==> src/hw/rtl/mbs_pkg.sv <==
// shared types and constants for the multipart boundary scanner
// no dependencies
package mbs_pkg;

    localparam int MAX_BOUNDARY_DEF = 32;
    localparam int BLEN_W           = 6;
    localparam int BWORD_W          = 64;
    localparam int NUM_BWORDS       = 4;
    localparam int BOUND_BYTES      = 32;
    localparam int CFG_IDX_W        = 3;
    localparam int BYTE_W           = 8;

    localparam logic [BYTE_W-1:0] DASH_CHAR = 8'h2D;

    localparam logic [BLEN_W-1:0] BLEN_RESET = 6'd2;

    localparam logic [CFG_IDX_W-1:0] CFG_LEN   = 3'd0;
    localparam logic [CFG_IDX_W-1:0] CFG_WORD0 = 3'd1;
    localparam logic [CFG_IDX_W-1:0] CFG_WORD1 = 3'd2;
    localparam logic [CFG_IDX_W-1:0] CFG_WORD2 = 3'd3;
    localparam logic [CFG_IDX_W-1:0] CFG_WORD3 = 3'd4;

    localparam logic KIND_CONTENT  = 1'b0;
    localparam logic KIND_BOUNDARY = 1'b1;

    typedef struct packed {
        logic              last;
        logic [BYTE_W-1:0] data;
        logic              kind;
    } t_result;

endpackage

==> src/hw/rtl/multipart_boundary_scanner.sv <==
// multipart boundary scanner top level: config registers, core and output skid
// depends on mbs_pkg, mbs_core, mbs_skid
// output path: a direct result beat is registered in the skid buffer; flush beats come from the held-byte store
// throughput: one body byte per cycle while the output accepts; a mismatch flush of n held bytes blocks
// input while the held-byte store drains, one beat per cycle while the output accepts
// reset: synchronous active low, clears candidate state and config to defaults
module multipart_boundary_scanner #(
    parameter int MAX_BOUNDARY = mbs_pkg::MAX_BOUNDARY_DEF
) (
    input  logic                              i_clk,
    input  logic                              i_rst_n,
    input  logic                              i_s_tvalid,
    output logic                              o_s_tready,
    input  logic [7:0]                        i_s_tdata,   // [7:0] body_byte
    output logic                              o_m_tvalid,
    input  logic                              i_m_tready,
    output logic [7:0]                        o_m_tdata,   // [7:0] content_byte
    output logic                              o_m_tuser,   // [0] kind
    output logic                              o_m_tlast,
    input  logic                              i_cfg_we,
    input  logic [mbs_pkg::CFG_IDX_W-1:0]     i_cfg_idx,
    input  logic [mbs_pkg::BWORD_W-1:0]       i_cfg_wdata
);
    import mbs_pkg::*;

    logic [BLEN_W-1:0]  r_blen;
    logic [BWORD_W-1:0] r_bword [NUM_BWORDS];
    logic [BOUND_BYTES*BYTE_W-1:0] bound;

    logic    res_valid;
    logic    res_ready;
    t_result res;
    t_result out_res;

    assign bound = {r_bword[3], r_bword[2], r_bword[1], r_bword[0]};

    always_ff @(posedge i_clk) begin
        if (!i_rst_n) begin
            r_blen <= BLEN_RESET;
            for (int i = 0; i < NUM_BWORDS; i++) begin
                r_bword[i] <= '0;
            end
        end else if (i_cfg_we) begin
            unique case (i_cfg_idx)
                CFG_LEN:   r_blen     <= i_cfg_wdata[BLEN_W-1:0];
                CFG_WORD0: r_bword[0] <= i_cfg_wdata;
                CFG_WORD1: r_bword[1] <= i_cfg_wdata;
                CFG_WORD2: r_bword[2] <= i_cfg_wdata;
                CFG_WORD3: r_bword[3] <= i_cfg_wdata;
                default: ;
            endcase
        end
    end

    mbs_core #(
        .MAX_BOUNDARY(MAX_BOUNDARY)
    ) u_core (
        .i_clk       (i_clk),
        .i_rst_n     (i_rst_n),
        .i_in_valid  (i_s_tvalid),
        .o_in_ready  (o_s_tready),
        .i_in_byte   (i_s_tdata),
        .i_blen      (r_blen),
        .i_bound     (bound),
        .o_res_valid (res_valid),
        .i_res_ready (res_ready),
        .o_res       (res)
    );

    mbs_skid u_skid (
        .i_clk   (i_clk),
        .i_rst_n (i_rst_n),
        .i_valid (res_valid),
        .o_ready (res_ready),
        .i_data  (res),
        .o_valid (o_m_tvalid),
        .i_ready (i_m_tready),
        .o_data  (out_res)
    );

    assign o_m_tdata = out_res.data;
    assign o_m_tuser = out_res.kind;
    assign o_m_tlast = out_res.last;

endmodule

==> src/hw/rtl/mbs_skid.sv <==
// output skid buffer: registered result beat plus one spare entry
// depends on mbs_pkg
module mbs_skid (
    input  logic             i_clk,
    input  logic             i_rst_n,
    input  logic             i_valid,
    output logic             o_ready,
    input  mbs_pkg::t_result i_data,
    output logic             o_valid,
    input  logic             i_ready,
    output mbs_pkg::t_result o_data
);
    import mbs_pkg::*;

    logic    r_valid;
    logic    r_sk_valid;
    t_result r_data;
    t_result r_sk_data;

    assign o_ready = !r_sk_valid;
    assign o_valid = r_valid;
    assign o_data  = r_data;

    always_ff @(posedge i_clk) begin
        if (!i_rst_n) begin
            r_valid    <= 1'b0;
            r_sk_valid <= 1'b0;
        end else begin
            if (!r_valid || i_ready) begin
                if (r_sk_valid) begin
                    r_valid    <= 1'b1;
                    r_sk_valid <= 1'b0;
                end else begin
                    r_valid <= i_valid;
                end
            end else if (i_valid && !r_sk_valid) begin
                r_sk_valid <= 1'b1;
            end
        end
    end

    always_ff @(posedge i_clk) begin
        if (!r_valid || i_ready) begin
            r_data <= r_sk_valid ? r_sk_data : i_data;
        end else if (i_valid && !r_sk_valid) begin
            r_sk_data <= i_data;
        end
    end

endmodule

==> src/hw/rtl/mbs_core.sv <==
// candidate tracking, boundary compare and held-byte flush sequencer
// depends on mbs_pkg
module mbs_core #(
    parameter int MAX_BOUNDARY = mbs_pkg::MAX_BOUNDARY_DEF
) (
    input  logic                                       i_clk,
    input  logic                                       i_rst_n,
    input  logic                                       i_in_valid,
    output logic                                       o_in_ready,
    input  logic [mbs_pkg::BYTE_W-1:0]                 i_in_byte,
    input  logic [mbs_pkg::BLEN_W-1:0]                 i_blen,
    input  logic [mbs_pkg::BOUND_BYTES*mbs_pkg::BYTE_W-1:0] i_bound,
    output logic                                       o_res_valid,
    input  logic                                       i_res_ready,
    output mbs_pkg::t_result                           o_res
);
    import mbs_pkg::*;

    localparam int IW = (MAX_BOUNDARY > 2) ? $clog2(MAX_BOUNDARY) : 1;
    localparam int CW = $clog2(MAX_BOUNDARY + 1);
    localparam int LW = (CW > BLEN_W) ? CW : BLEN_W;

    logic              r_in_cand;
    logic [CW-1:0]     r_cnt;
    logic              r_flush;
    logic [IW-1:0]     r_fidx;
    logic [CW-1:0]     r_flen;
    logic [BYTE_W-1:0] r_held [MAX_BOUNDARY];

    logic              n_in_cand;
    logic [CW-1:0]     n_cnt;
    logic              n_flush;
    logic [IW-1:0]     n_fidx;
    logic [CW-1:0]     n_flen;

    logic              take;
    logic [LW-1:0]     len_ext;
    logic [CW-1:0]     len;
    logic [CW-1:0]     cnt_inc;
    logic [MAX_BOUNDARY-1:0] eq;
    logic              match;
    logic              flush_last;
    logic              wr_en;
    logic [IW-1:0]     wr_idx;

    assign o_in_ready = !r_flush && i_res_ready;
    assign take       = i_in_valid && o_in_ready;

    // clamp length to 2..MAX_BOUNDARY
    always_comb begin
        len_ext = LW'(i_blen);
        if (len_ext < LW'(2)) begin
            len_ext = LW'(2);
        end else if (len_ext > LW'(MAX_BOUNDARY)) begin
            len_ext = LW'(MAX_BOUNDARY);
        end
        len = CW'(len_ext);
    end

    assign cnt_inc = r_cnt + CW'(1);

    for (genvar g = 0; g < MAX_BOUNDARY; g++) begin : g_cmp
        logic [BYTE_W-1:0] cand;
        logic [BYTE_W-1:0] bb;
        assign cand = (r_cnt == CW'(g)) ? i_in_byte : r_held[g];
        if (g < BOUND_BYTES) begin : g_cfg
            assign bb = i_bound[g*BYTE_W +: BYTE_W];
        end else begin : g_zero
            assign bb = '0;
        end
        assign eq[g] = (CW'(g) >= len) || (cand == bb);
    end

    assign match      = (cnt_inc == len) && (&eq);
    assign flush_last = ((CW'(r_fidx) + CW'(1)) == r_flen);

    assign wr_en  = take && (r_in_cand || (i_in_byte == DASH_CHAR));
    assign wr_idx = r_in_cand ? r_cnt[IW-1:0] : '0;

    always_comb begin
        n_in_cand   = r_in_cand;
        n_cnt       = r_cnt;
        n_flush     = r_flush;
        n_fidx      = r_fidx;
        n_flen      = r_flen;
        o_res_valid = 1'b0;
        o_res.kind  = KIND_CONTENT;
        o_res.data  = '0;
        o_res.last  = 1'b0;
        if (r_flush) begin
            o_res_valid = 1'b1;
            o_res.data  = r_held[r_fidx];
            o_res.last  = flush_last;
            if (i_res_ready) begin
                if (flush_last) begin
                    n_flush = 1'b0;
                end else begin
                    n_fidx = r_fidx + IW'(1);
                end
            end
        end else if (take) begin
            if (!r_in_cand) begin
                if (i_in_byte == DASH_CHAR) begin
                    n_in_cand = 1'b1;
                    n_cnt     = CW'(1);
                end else begin
                    o_res_valid = 1'b1;
                    o_res.data  = i_in_byte;
                    o_res.last  = 1'b1;
                end
            end else if (cnt_inc < len) begin
                n_cnt = cnt_inc;
            end else begin
                n_in_cand = 1'b0;
                n_cnt     = '0;
                if (match) begin
                    o_res_valid = 1'b1;
                    o_res.kind  = KIND_BOUNDARY;
                    o_res.last  = 1'b1;
                end else begin
                    n_flush = 1'b1;
                    n_fidx  = '0;
                    n_flen  = cnt_inc;
                end
            end
        end
    end

    always_ff @(posedge i_clk) begin
        if (!i_rst_n) begin
            r_in_cand <= 1'b0;
            r_cnt     <= '0;
            r_flush   <= 1'b0;
            r_fidx    <= '0;
            r_flen    <= '0;
        end else begin
            r_in_cand <= n_in_cand;
            r_cnt     <= n_cnt;
            r_flush   <= n_flush;
            r_fidx    <= n_fidx;
            r_flen    <= n_flen;
        end
    end

    always_ff @(posedge i_clk) begin
        if (wr_en) begin
            r_held[wr_idx] <= i_in_byte;
        end
    end

    a_cand_cnt: assert property (@(posedge i_clk) disable iff (!i_rst_n)
        r_in_cand |-> (r_cnt != '0) && (r_cnt < CW'(MAX_BOUNDARY)))
        else $error("candidate count out of range");

    a_idle_cnt: assert property (@(posedge i_clk) disable iff (!i_rst_n)
        !r_in_cand |-> (r_cnt == '0))
        else $error("count left over outside candidate");

    a_flush_idx: assert property (@(posedge i_clk) disable iff (!i_rst_n)
        r_flush |-> (CW'(r_fidx) < r_flen) && !r_in_cand)
        else $error("flush index past held bytes");

    a_bnd_beat: assert property (@(posedge i_clk) disable iff (!i_rst_n)
        (o_res_valid && (o_res.kind == KIND_BOUNDARY)) |-> o_res.last && (o_res.data == '0))
        else $error("boundary beat malformed");

endmodule

==> config.mk <==
export PLATFORM = sky130hd
export DESIGN_NAME = multipart_boundary_scanner
export DESIGN_NICKNAME = d
export VERILOG_FILES = /design/src/hw/rtl/mbs_pkg.sv /design/src/hw/rtl/multipart_boundary_scanner.sv /design/src/hw/rtl/mbs_skid.sv /design/src/hw/rtl/mbs_core.sv
export SDC_FILE = /design/constraint.sdc
export NUM_CORES = 1
export LEC_CHECK = 0
export BUFFER_PORTS_ARGS = -buffer_cell sky130_fd_sc_hd__buf_2
export CAP_MARGIN = 25
export CELL_PAD_IN_SITES_DETAIL_PLACEMENT = 0
export CELL_PAD_IN_SITES_GLOBAL_PLACEMENT = 1
export CORE_ASPECT_RATIO = 0.5
export CORE_MARGIN = 2
export CORE_UTILIZATION = 45
export DETAILED_ROUTE_END_ITERATION = 10
export GPL_TIMING_DRIVEN = 0
export HOLD_SLACK_MARGIN = 0.1
export PLACE_DENSITY_LB_ADDON = 0.1
export SYNTH_ARGS = -nofsm -noshare
export SYNTH_HDL_FRONTEND = slang
export SYNTH_SLANG_ARGS = --single-unit
==> constraint.sdc <==
create_clock -name i_clk -period 8.7 [get_ports i_clk]
set_input_delay 1.74 -clock i_clk [delete_from_list [all_inputs] [get_ports i_clk]]
set_output_delay 1.74 -clock i_clk [all_outputs]
set_load 0.02 [all_outputs]
### Yosys cells after proc, flatten, opt, wreduce, memory -nomap -nowiden

Memories as Yosys holds them, arrays and structs flattened. A register that Yosys moved wholly into a read port is not among the register bits.
Index checks and enable logic that the tools add are counted.

| operators by class | value |
|---|---|
| equal/unequal tests | 74 |
| order comparisons | 35 |
| multiplexer cells | 95 |
| reductions and logical operators | 55 |
| $add $sub $neg | 3 |
| bitwise operators | 9 |

Operators with widths:

| operator | number |
|---|---|
| $mux W8 | 33 |
| $eq A8 B8 Y1 | 32 |
| $mux W64 | 4 |
| $eq A6 B5 Y1 const B | 16 |
| $ge A5 B6 Y1 const A | 16 |
| $mux W5 | 10 |
| $eq A6 B4 Y1 const B | 8 |
| $ge A4 B6 Y1 const A | 8 |
| $mux W1 | 39 |
| $logic_or A1 B1 Y1 | 34 |
| $reduce_and A32 Y1 | 1 |
| $mux W6 | 5 |
| $eq A6 B3 Y1 const B | 4 |
| $ge A3 B6 Y1 const A | 4 |
| $mux W10 | 2 |
| $mux W9 | 2 |
| $eq A6 B2 Y1 const B | 2 |
| $eq A6 B6 Y1 | 2 |
| $ge A1 B6 Y1 const A | 2 |
| $ge A2 B6 Y1 const A | 2 |
| $eq A8 B6 Y1 const B | 1 |
| $add A5 B1 Y6 const B | 1 |
| $add A6 B1 Y6 const B | 1 |
| $eq A3 B2 Y1 const B | 2 |
| other kinds (21) | 40 |

| storage, ports and cells | value |
|---|---|
| input port bits | 80 |
| RAM bits | 512 |
| output and inout bits | 12 |
| register bits after elaboration | 47 |
| word-level logic and storage cells | 287 |
| memories | 2 |

Memories:

| name | words | width | rd ports | clocked after Yosys merged registers in | write ports | line | source |
|---|---|---|---|---|---|---|---|
| r_bword | 4 | 64 | 4 | 0 | 4 | multipart_boundary_scanner.sv:27 | `logic [BWORD_W-1:0] r_bword [NUM_BWORDS];` |
| u_core.r_held | 32 | 8 | 33 | 1 | 1 | mbs_core.sv:28 | `logic [BYTE_W-1:0] r_held [MAX_BOUNDARY];` |

### Longest topological paths before layout

| logic depth | value |
|---|---|
| depth after elaboration | 14 |
| depth in mapped cells | 14 |
| depth with buffers taken out | 12 |

### By module

A second synthesis with hierarchy kept.

| second synthesis, totals | value |
|---|---|
| cell total of the unflattened synthesis | 2460 |
| area, all modules | 29522.1 µm² |

Modules (own cells, without submodules):

| module | area each (µm²) | times used | cells each | seq. area each (µm²) |
|---|---|---|---|---|
| mbs_core | 18914.4 | 1 | 1751 | 8167.8 |
| multipart_boundary_scanner | 9799.4 | 1 | 670 | 7807.5 |
| mbs_skid | 808.3 | 1 | 39 | 640.6 |

### Least setup slack after synthesis

OpenSTA, ideal clock, no wires.

| path | value |
|---|---|
| path kind | input-to-reg |
| start | in i_cfg_we |
| end | mem r_bword[0][0], enable pin |
| stages on the path | 2 |
| buffers on the path | 0 |
| arrival | 6543 ps |
| setup time | 582 ps |
| required time | 8118 ps |
| slack | 1575 ps |
| cell sequence | nand2_1 -> o31ai_1 |

RTL lines:

| what | line | source |
|---|---|---|
| from (decl) | multipart_boundary_scanner.sv:20 | `input logic i_cfg_we,` |
| to (decl) | multipart_boundary_scanner.sv:27 |  |

### Worst setup path after layout

| path | value |
|---|---|
| start | in i_s_tdata[2] |
| end | reg u_skid.r_sk_data[8] in the netlist's numbering, enable pin |

| on the way | value |
|---|---|
| cells in the longest elaborated chain, start to end | 12 |
| elaborated cells between the ends (all ways) | 107 |
| those cells by class | 33 x eq/ne; 38 x mux; 36 x reduce/logical |

Ends and longest elaborated chain:

| what | line | source |
|---|---|---|
| from (decl) | multipart_boundary_scanner.sv:14 | `input logic [7:0] i_s_tdata,` |
| $mux W8 | mbs_core.sv:65 | `assign cand = (r_cnt == CW'(g)) ? i_in_byte : r_held[g];` |
| $eq A8 B8 Y1 | mbs_core.sv:71 | `assign eq[g] = (CW'(g) >= len) \|\| (cand == bb);` |
| $logic_or A1 B1 Y1 | mbs_core.sv:71 |  |
| $reduce_and A32 Y1 | mbs_core.sv:74 | `assign match = (cnt_inc == len) && (&eq);` |
| $logic_and A1 B1 Y1 | mbs_core.sv:74 |  |
| $mux W1 | mbs_core.sv:116 | `if (match) begin` |
| $mux W1 | mbs_core.sv:111 | `end else if (cnt_inc < len) begin` |
| $mux W1 (*) | mbs_core.sv:102 | `if (!r_in_cand) begin` |
| $mux W1 (*) | mbs_core.sv:101 | `end else if (take) begin` |
| $mux W1 (*) | mbs_core.sv:90 | `if (r_flush) begin` |
| $logic_and A1 B1 Y1 (*) | mbs_skid.sv:45 | `end else if (i_valid && !r_sk_valid) begin` |
| $reduce_and A2 Y1 (no line) (*) | -- |  |
| to (signal assigned) | mbs_skid.sv:46 | `r_sk_data <= i_data;` |
| to (decl) | mbs_skid.sv:18 | `t_result r_sk_data;` |

Mark *: on every way between the ends. The rest lies on a longest branch, timed or not.
A chain may end at the register's enable or synchronous reset.

==> results.json <==
{
  "layout.cells.non_filler": 3582,
  "coreArea_sq_um": 65000,
  "netlist.area_leader.share": 0.541,
  "vias_per_cell": 6.54,
  "io_pins": 92,
  "row_count": 66,
  "placed_area_sq_um": 32000,
  "worstRegToRegCells": 12,
  "tritoncts": "yes",
  "drc": 0,
  "gp_congestion": 1.05,
  "portBuffers": 91,
  "worst-path-buf-inv": 7,
  "hp-class": "flip-flop to flip-flop",
  "postRouteAntennaNets": 0,
  "timing.slew.headroom": 0.187,
  "synth_top_family_by_area": "simple AND/OR/NAND/NOR gates",
  "clk_path_buf_depth": 3,
  "synth_xor_xnor_area_share": 0.0667,
  "synth_compound_area_frac": 0.107,
  "synth-adder-area-share": 0.00457,
  "worst_pin_slew_ps": 1220,
  "num_vias": 23400,
  "p_per_area_nw_per_um2": 181,
  "layout.nets": 2738,
  "synth_edf_count": 532,
  "max_stage_delay_ps": 900,
  "setup_viol": 0,
  "endpoint_kind": "flip-flop",
  "routed_wirelength_microns": 130000,
  "grt_max_degree": 64,
  "die_y_microns": 185,
  "hpwlAfterDp_microns": 98400,
  "dieArea_sq_um": 67900,
  "crit_chain": "buf_2, buf_12, clkbuf_1, clkinv_1, clkbuf_1, buf_8, clkbuf_1, nor3_1, a21oi_1, xnor2_1, a2111oi_0, a21oi_1, nor4_4, a31oi_2, a211oi_2",
  "clock_sinks": 564,
  "synthTopCellsByCount": "edfxtp_1 (532), and2_1 (264), xnor2_1 (139)",
  "synth-seq-cells": 564,
  "drive_above_1_share": 0.141,
  "place_inst": 3472,
  "die_x_microns": 366,
  "crit_slowest_cell": "clkinv_1",
  "hold_depth": 2,
  "period_needed_ps": 8400,
  "synth.area.top_cells": "edfxtp_1 (54%), mux4_2 (6.1%), and2_1 (5.6%), xnor2_1 (4.1%), xor2_1 (2.5%)",
  "post-cts-setup-buffer-count": 0,
  "post-route-period-util": 0.965,
  "start_util": 0.455,
  "peakVddDrop_mv": 0.127,
  "drv_cap": 0,
  "numCtsBuffers": 53,
  "critical_path.top_delay_family": "buffers and inverters",
  "area_growth_pct": 14.7,
  "syn_avg_cell_area_sq_um": 12.1,
  "ctsResizeCount": 0,
  "fin_skew_ps": 20.1,
  "first_iter_violations": 4719,
  "crit_fanout": 19,
  "fmaxAchievable_mhz": 119,
  "finalHoldViolCount": 0,
  "async_flop_share": 0,
  "antenna_found_initial": 11,
  "drv_slew": 0,
  "utilization": 0.521,
  "cp.arrival_ps": 8650,
  "outcome": "completed",
  "design_area_sq_um": 33900,
  "root_buffer": "clkbuf_16",
  "synth_area_sq_um": 29600,
  "synth_nets": 2535,
  "synthCells": 2445,
  "synth-simple-area-share": 0.147,
  "yosysSeqAreaShare": 0.562,
  "grt_util_all_layers": 0.379,
  "synth.distinct_cells": 80,
  "synth_warnings": 0,
  "grt_pass1_vias": 21000,
  "reg2reg_setup_slack_ps": 1750,
  "yosysMostFrequentCell": "edfxtp_1",
  "final-seq-area_sq_um": 16600,
  "path_class": "input pin to flip-flop",
  "grt_pass1_wl_microns": 174000,
  "yosys-mux-area-fraction": 0.0760,
  "rsz0062_at_grt": "no",
  "first_pass_iters": 9,
  "hold_buffers": 0,
  "start_kind": "input pin",
  "wire_per_inst_microns": 36.4,
  "synthFlopType": "edfxtp_1",
  "htree_num_levels": 2,
  "grt_overflow": 0,
  "clk_latency_ps": 630,
  "cp_common_cell": "clkbuf_1",
  "clk_pin_slew_ps": 60,
  "cp.required_ps": 8950,
  "yosys.area.top_type": "edfxtp_1",
  "multi_input_area_sq_um": 11900,
  "p_leak_uw": 0.0115,
  "n_fill_cell": 5739,
  "path_depth": 15
}
layer usage:
layer / vias up / part of all wire / routed length, microns / global-route usage
met2: 1817 / 0.39 / 50600 / 0.515
met3: 262 / 0.17 / 21700 / 0.157
li1: 9603 / - / - / -
met1: 11700 / 0.41 / 52900 / 0.542
met5: - / 0.00031 / 41 / 0
met4: 6 / 0.038 / 4990 / 0.131
stage by stage:
step                      setup WS, ps  power, uW  setup TNS (ps)  hold slack (ps)
final                              304       6130               0              471
after global routing               270       6250               0              502
after CTS                          539       6110               0              472
after detailed placement         -93.5       3680            -931              463
after global placement           -1700       3650         -224630              461
after floorplan                   1580       3390               0              446
final cells by class:
class	instances	share of cell area
Timing Repair Buffer	148	0.0398
Sequential cell	564	0.490
Multi-Input combinational cell	1601	0.352
Buffer	136	0.0159
Antenna cell	5	0.000369
Inverter	144	0.0160
Clock inverter	33	0.00942
Clock buffer	67	0.0431
Tap cell	884	0.0326
worst min-delay path, delay by kind of cell (launching register included):
family        cells  cell delay (ps)
flops             1              320
mux               1               50
simple gates      1               60
layout by cell type (no fill, tap or decap), drive strengths merged, types with 11 or more instances in the layout:
master	netlist	final
nor3	72	72
mux4	80	80
nor4	15	15
a21oi	94	94
a21boi	12	12
buf	40	187
inv	138	141
edfxtp	532	532
clkinv	6	30
o211ai	12	12
and2	264	264
a211oi	17	17
a2111oi	13	13
xnor2	139	139
a222oi	43	43
mux2i	32	32
nor2	119	119
nor2b	19	19
o2111ai	14	14
dfxtp	32	32
nand2b	20	20
o22ai	38	38
nand3	58	58
nand4	31	31
o221ai	16	16
nand2	129	129
and3	18	18
clkbuf	96	164
xor2	86	86
mux2	11	11
o21ai	79	79
a221oi	13	13
sequential cells by signal, indices dropped and copies added, names as in the netlist, 5 cells and up, named ones only:
| register | flops |
|---|---|
| u_core.r_flen | 6 |
| u_skid.r_sk_data | 10 |
| u_core.r_fidx | 5 |
| u_core.r_cnt | 6 |
| u_skid.o_data | 10 |
| u_core.r_held | 256 |
| r_bword | 256 |
| r_blen | 6 |
power by group:
group	internal (uW)	switching, uW	total, uW
clock	1370	1110	2480
combinational	165	350	516
sequential	3060	75.1	3130
cells by family (layout without fill, tap and decap cells):
group	count (synthesis)	after routing
flops	564	564
fa+ha+maj	11	11
simple gates	798	798
compound gates	444	444
mux	123	123
other cells	0	5
xor+xnor	225	225
buf+inv	280	528
path summary, 6_finish.rpt:
path                                       start             endpoint
worst max register to register   u_core.r_cnt[0]     u_core.r_fidx[2]
worst max-delay path                i_s_tdata[2]  u_skid.r_sk_data[8]
worst min-delay path            u_core.r_flen[1]     u_core.r_flen[1]
worst min register to register  u_core.r_flen[1]     u_core.r_flen[1]
(Power assumes the default switching activity.)
